<file path="config.mk">
export PLATFORM = sky130hd
export DESIGN_NAME = mlwsum_front
export DESIGN_NICKNAME = d
export VERILOG_FILES = /design/src/hdl/mlwsum_pkg.sv /design/src/hdl/mlwsum_front.sv
export SDC_FILE = /design/constraint.sdc
export NUM_CORES = 1
export LEC_CHECK = 0
export BUFFER_PORTS_ARGS = -buffer_cell sky130_fd_sc_hd__buf_2
export CAP_MARGIN = 20
export CORE_MARGIN = 1.5
export CORE_UTILIZATION = 35
export CTS_CLUSTER_DIAMETER = 100
export DETAILED_ROUTE_END_ITERATION = 12
export GPL_TIMING_DRIVEN = 0
export PLACE_DENSITY_LB_ADDON = 0.08
export SYNTH_ARGS = -nofsm -noshare
export SYNTH_HDL_FRONTEND = slang
export SYNTH_SLANG_ARGS = --single-unit
</file>
<file path="constraint.sdc">
create_clock -name clk -period 4 [get_ports clk]
set_input_delay 0.8 -clock clk [delete_from_list [all_inputs] [get_ports clk]]
set_output_delay 0.8 -clock clk [all_outputs]
set_load 0.1 [all_outputs]
</file>
<file path="src/hdl/mlwsum_pkg.sv">
// Shared constants, types and helpers for the shortest-window-sum block.
// No dependencies; used by every other file of the block but the macros header.
package mlwsum_pkg;

	localparam int WINDOW_DEPTH = 1024;
	localparam int PTR_W        = $clog2(WINDOW_DEPTH);
	localparam int CNT_W        = $clog2(WINDOW_DEPTH + 1);
	localparam int PSUM_W       = PTR_W + 1;
	localparam int SAMPLE_W     = 16;
	localparam int TARGET_W     = 32;
	localparam int SUM_W        = 33;
	localparam int LEN_W        = 11;
	localparam int LEN_MAX      = 2047;
	localparam int QUEUE_DEPTH  = 4;
	localparam int QPTR_W       = $clog2(QUEUE_DEPTH);
	localparam int QCNT_W       = $clog2(QUEUE_DEPTH + 1);

	typedef struct packed {
		logic [SAMPLE_W-1:0] sample;
		logic                is_last;
	} item_t;

	typedef enum logic [2:0] {
		ST_IDLE,
		ST_FULL,
		ST_CHECK,
		ST_POP,
		ST_EMIT
	} state_t;

	// Clamp a window length to the result field.
	function automatic logic [LEN_W-1:0] sat_len(input logic [CNT_W-1:0] n);
		return (32'(n) > 32'(LEN_MAX)) ? LEN_W'(LEN_MAX) : LEN_W'(n);
	endfunction

endpackage

</file>
<file path="src/hdl/mlwsum_front.sv">
// Front end: accepts input transfers into a short item queue.
// Depends on mlwsum_pkg.
module mlwsum_front (
	input  logic               clk,
	input  logic               arst_n,
	input  logic               in_valid,
	output logic               in_stall,
	input  logic [15:0]        sample_value,
	input  logic               is_last,
	output logic               q_valid,
	output mlwsum_pkg::item_t  q_item,
	input  logic               q_pop
);

	mlwsum_pkg::item_t                  q_mem_q [mlwsum_pkg::QUEUE_DEPTH];
	logic [mlwsum_pkg::QPTR_W-1:0]      wr_ptr_q, rd_ptr_q;
	logic [mlwsum_pkg::QCNT_W-1:0]      count_q;
	logic                               push, pop;

	assign in_stall = (count_q == mlwsum_pkg::QCNT_W'(mlwsum_pkg::QUEUE_DEPTH));
	assign q_valid  = (count_q != '0);
	assign q_item   = q_mem_q[rd_ptr_q];
	assign push     = in_valid && !in_stall;
	assign pop      = q_pop && q_valid;

	function automatic logic [mlwsum_pkg::QPTR_W-1:0] qinc(
		input logic [mlwsum_pkg::QPTR_W-1:0] p);
		return (p == mlwsum_pkg::QPTR_W'(mlwsum_pkg::QUEUE_DEPTH - 1)) ?
			'0 : p + mlwsum_pkg::QPTR_W'(1);
	endfunction

	always_ff @(posedge clk) begin
		if (push) begin
			q_mem_q[wr_ptr_q] <= '{sample: sample_value, is_last: is_last};
		end
	end

	always_ff @(posedge clk or negedge arst_n) begin
		if (!arst_n) begin
			wr_ptr_q <= '0;
			rd_ptr_q <= '0;
			count_q  <= '0;
		end else begin
			if (push) wr_ptr_q <= qinc(wr_ptr_q);
			if (pop)  rd_ptr_q <= qinc(rd_ptr_q);
			case ({push, pop})
				2'b10:   count_q <= count_q + mlwsum_pkg::QCNT_W'(1);
				2'b01:   count_q <= count_q - mlwsum_pkg::QCNT_W'(1);
				default: count_q <= count_q;
			endcase
		end
	end

endmodule

</file>
-- Yosys cells after proc, flatten, opt, wreduce, memory -nomap -nowiden
Memories as Yosys holds them, arrays and structs flattened.
Index checks and enable logic that the tools add are counted.
- bitwise operators: 0
- equality and inequality tests: 5
- add/subtract/negate cells: 4
- reductions and logical operators: 5
- mux-type cells: 5
- divide/modulo/power cells: 0
- magnitude comparators: 0
- multiply operators: 0
- shift-type cells: 0
- operator list (kind ; number):
    $eq A2 B2 Y1 const B ; 3
    $pmux W3 S2 ; 1
    $add A2 B1 Y2 const B ; 2
    $mux W2 ; 2
    $add A3 B1 Y3 const B ; 1
    $eq A3 B3 Y1 const B ; 1
    $reduce_bool A3 Y1 ; 1
    $sub A3 B1 Y3 const B ; 1
    $eq A2 B1 Y1 const B ; 1
    $logic_and A1 B1 Y1 ; 2
    $mux W1 ; 2
    $reduce_bool A2 Y1 ; 1
    $logic_not A1 Y1 ; 1
- bits in latches: 0
- register bits after elaboration: 7
- memories kept: 1
- ROM bits: 0
- word-level logic and storage cells: 23
- bits in writable memories: 68
- output and inout port bits: 19
- bits of input ports: 21
- memories (memory ; depth ; width ; rd ports ; clocked after memory_dff ; write ports ; line ; text):
    q_mem_q ; 4 ; 17 ; 1 ; 0 ; 1 ; mlwsum_front.sv:15 ; mlwsum_pkg::item_t q_mem_q [mlwsum_pkg::QUEUE_DEPTH];

-- Longest topological paths before layout
- depth after elaboration: 5
- depth in mapped cells: 9
- mapped depth without buffers: 9

-- Least setup slack after synthesis
No wires, ideal clock.
- path kind: register to register
- from: register count_q[0] in the netlist's numbering
- to: register count_q[2] in the netlist's numbering
- arrival time: 2.947 ns
- period minus slack after synthesis: 3.027 ns
- setup time: 0.079 ns
- required time: 3.921 ns
- buffers on the path: 0
- slack: 0.973 ns
- cell stages (with the launch flop): 10
- cells stage by stage: dfrtp_1 nor3b_2 nor2b_2 inv_1 ha_1 inv_1 fa_1 xor2_1 nor2_1 xor2_1
- word-level cells in the longest chain between the ends: 5
- elaborated cells between the ends (all ways): 11
- classes of those cells: add/sub (2); eq/ne (3); mux (1); reduce/logical (5)
- RTL lines (what ; line ; text):
    from (decl) ; mlwsum_front.sv:17 ; logic [mlwsum_pkg::QCNT_W-1:0] count_q;
    from (signal assigned) ; mlwsum_front.sv:47 ; 2'b10: count_q <= count_q + mlwsum_pkg::QCNT_W'(1);
    from (signal assigned) ; mlwsum_front.sv:48 ; 2'b01: count_q <= count_q - mlwsum_pkg::QCNT_W'(1);
    from (signal assigned) ; mlwsum_front.sv:49 ; default: count_q <= count_q;
    $eq A3 B3 Y1 (*) ; mlwsum_front.sv:20 ; assign in_stall = (count_q == mlwsum_pkg::QCNT_W'(mlwsum_pkg::QUEUE_DEPTH));
    via in_stall ; mlwsum_front.sv:7 ; output logic in_stall,
    $logic_not A1 Y1 (*) ; mlwsum_front.sv:23 ; assign push = in_valid && !in_stall;
    $logic_and A1 B1 Y1 (*) ; mlwsum_front.sv:23 ;
    $eq A2 B1 Y1 or $eq A2 B2 Y1 (tied branches) ; mlwsum_front.sv:46 ; case ({push, pop})
    $pmux W3 S2 or $reduce_bool A2 Y1 (tied branches) ; - ;
Mark *: on every way through the listed nets, which the timed path passes. The rest lies on a longest branch.
A chain may end at the register's enable or synchronous reset.

==> results.json <==
{
  "crit_path_end_kind": "output pin",
  "hp-class": "input port to asynchronous set/reset pin",
  "synth_cell_types": 20,
  "antenna_found_initial": 0,
  "hold_buffers": 0,
  "critical_path_class": "flip-flop to output pin",
  "die_y_um": 94.9,
  "post_cts_resized": 0,
  "dr_total_vias": 1346,
  "fmax_mhz": 368,
  "drcViolationCount": 0,
  "worst_pin_slew_ns": 1.01,
  "ys_warn_count": 0,
  "status": "complete, no violations",
  "critPathMaxFanout": 10,
  "wl_per_cell_um": 17.0,
  "clock-sinks": 75,
  "startpoint_type": "flip-flop",
  "rows": 33,
  "finalSetupViolCount": 0,
  "firstDrtPassIters": 2,
  "clock_path_buffers": 2,
  "ys_seq_area_share_pct": 75.0,
  "vias_per_cell": 4.66,
  "grt_usage_pct": 12.6,
  "hold_viol": 0,
  "cts_max_level": 3,
  "grt-ovfl-total": 0,
  "port_buffers": 39,
  "grt_pass1_wl_um": 7820,
  "worstPathRequired_ns": 3.20,
  "fp.dieW_um": 94.9,
  "post-dp-hpwl_um": 3070,
  "maxCapViolations": 0,
  "fp.dieArea_um2": 9010,
  "place_congestion": 0.612,
  "grt_max_degree": 18,
  "grt_pass1_vias": 1490,
  "fin_skew_ns": 0.00580,
  "arrival_ns": 1.92,
  "drtAntennaViolNets": 0,
  "ys_ff_latch": 75,
  "netlist_instances": 129,
  "routed_wl_um": 4910,
  "syn_area_per_cell_um2": 22.9,
  "synth_area_um2": 2960,
  "layout_common_cells": "68 x edfxtp_1, 41 x buf_2, 9 x mux4_1, 9 x clkbuf_8, 8 x mux4_2",
  "maxSlewViolCount": 0,
  "rsz0062_at_grt": "no",
  "finalCritPeriodShare_pct": 68.0,
  "clk_latency_ns": 0.34,
  "syn-num-nets": 157,
  "cts_tree": "built",
  "cts_inserted_buffers": 9,
  "final_common_cell": "edfxtp_1",
  "io_pins": 40,
  "core_um2": 8220,
  "drive_above_1_share_pct": 40.8,
  "root_buffer": "clkbuf_8",
  "n_antenna_cell": 0,
  "cts_setup_buffers": 0,
  "initial_utilization_pct": 36.0,
  "nets": 207,
  "drt_iter0_drc": 71,
  "slew_headroom_pct": 32.4,
  "clk_pin_slew_worst_paths_ns": 0.08,
  "syn_to_final_growth_pct": 19.4,
  "setup_tns_ns": 0,
  "post-route-min-period_ns": 2.72
}
==> worst max-delay path: stages (launching register included) <==
cell,delay [ns]
dfrtp_1,0.35
buf_2,0.23
buf_2,0.32
mux4_2,0.26
buf_2,0.42
==> cell families (layout without fill, tap and decap cells) <==
group                      Yosys count  in the layout  synth area share [%]
xor gates and xnor gates             3              3                 0.888
adders and majority gates            7              7                  3.21
buffers and inverters               11             66                  2.28
DFF                                 75             75                  75.0
muxes                               22             22                  15.9
and+or+nand+nor                     11             11                  2.71
==> cells in the mapped netlist <==
master     n  area (µm²)
nor3b_2    1        12.5
fa_1       1        20.0
nand2_4    1        11.3
and2_1     4        25.0
mux4_1     9         236
edfxtp_1  68        2040
nor2b_2    1        8.76
xor2_1     2        17.5
or3_4      1        11.3
mux2i_1    1        10.0
dfrtp_1    7         175
inv_1      7        26.3
buf_2      2        10.0
nor2_1     3        11.3
xnor2_1    1        8.76
buf_6      1        11.3
mux4_2     8         180
buf_12     1        20.0
mux2_2     4        45.0
ha_1       6        75.1
==> registers in the layout, summed over array words and instances (netlist names) <==
name	cells
rd_ptr_q	2
q_mem_q	68
wr_ptr_q	2
count_q	3
==> metrics by stage <==
step	hold WS [ns]	cell area (µm²)	setup slack, ns	utilization [%]	cells
floorplan	0.454	2960	0.973	-	129
global placement	0.469	3280	1.60	40.0	273
detailed placement	0.534	3280	1.55	40.0	273
CTS	0.274	3530	1.20	43.0	289
global route	0.273	3530	1.15	43.0	289
finish	0.282	3530	1.28	43.0	289
==> layer usage <==
metal	vias to the layer above	GRT usage [%]	routed length (µm)
li1	625	-	-
met1	686	15.1	2030
met2	26	20.7	2560
met3	9	4.03	226
met4	0	5.97	94
met5	-	0	0
==> cell type report <==
type,instances,area [µm²]
fillers,731,4680
flip-flops and latches,75,2220
multi-input cells,43,673
repair buffers,39,195
well taps,105,131
clock buffers,9,124
clock inverters,7,124
plain buffers,4,41.3
inverters,7,26.3
==> path summary, 6_finish.rpt <==
check	start	to	slack (ns)	cells after the start
max	rd_ptr_q[1]	q_item[9]	1.28	4
min	arst_n	wr_ptr_q[1]	0.28	1
max reg2reg	count_q[2]	q_mem_q[1][4]	1.92	3
min reg2reg	count_q[2]	count_q[2]	0.54	1
max in group asynchronous	arst_n	rd_ptr_q[1]	3.55	1
min in group clk	count_q[2]	count_q[2]	0.54	1
Power is left out: the tool's default activity adds up to more than one toggle a clock period on the data nets, which glitch-free logic cannot reach.
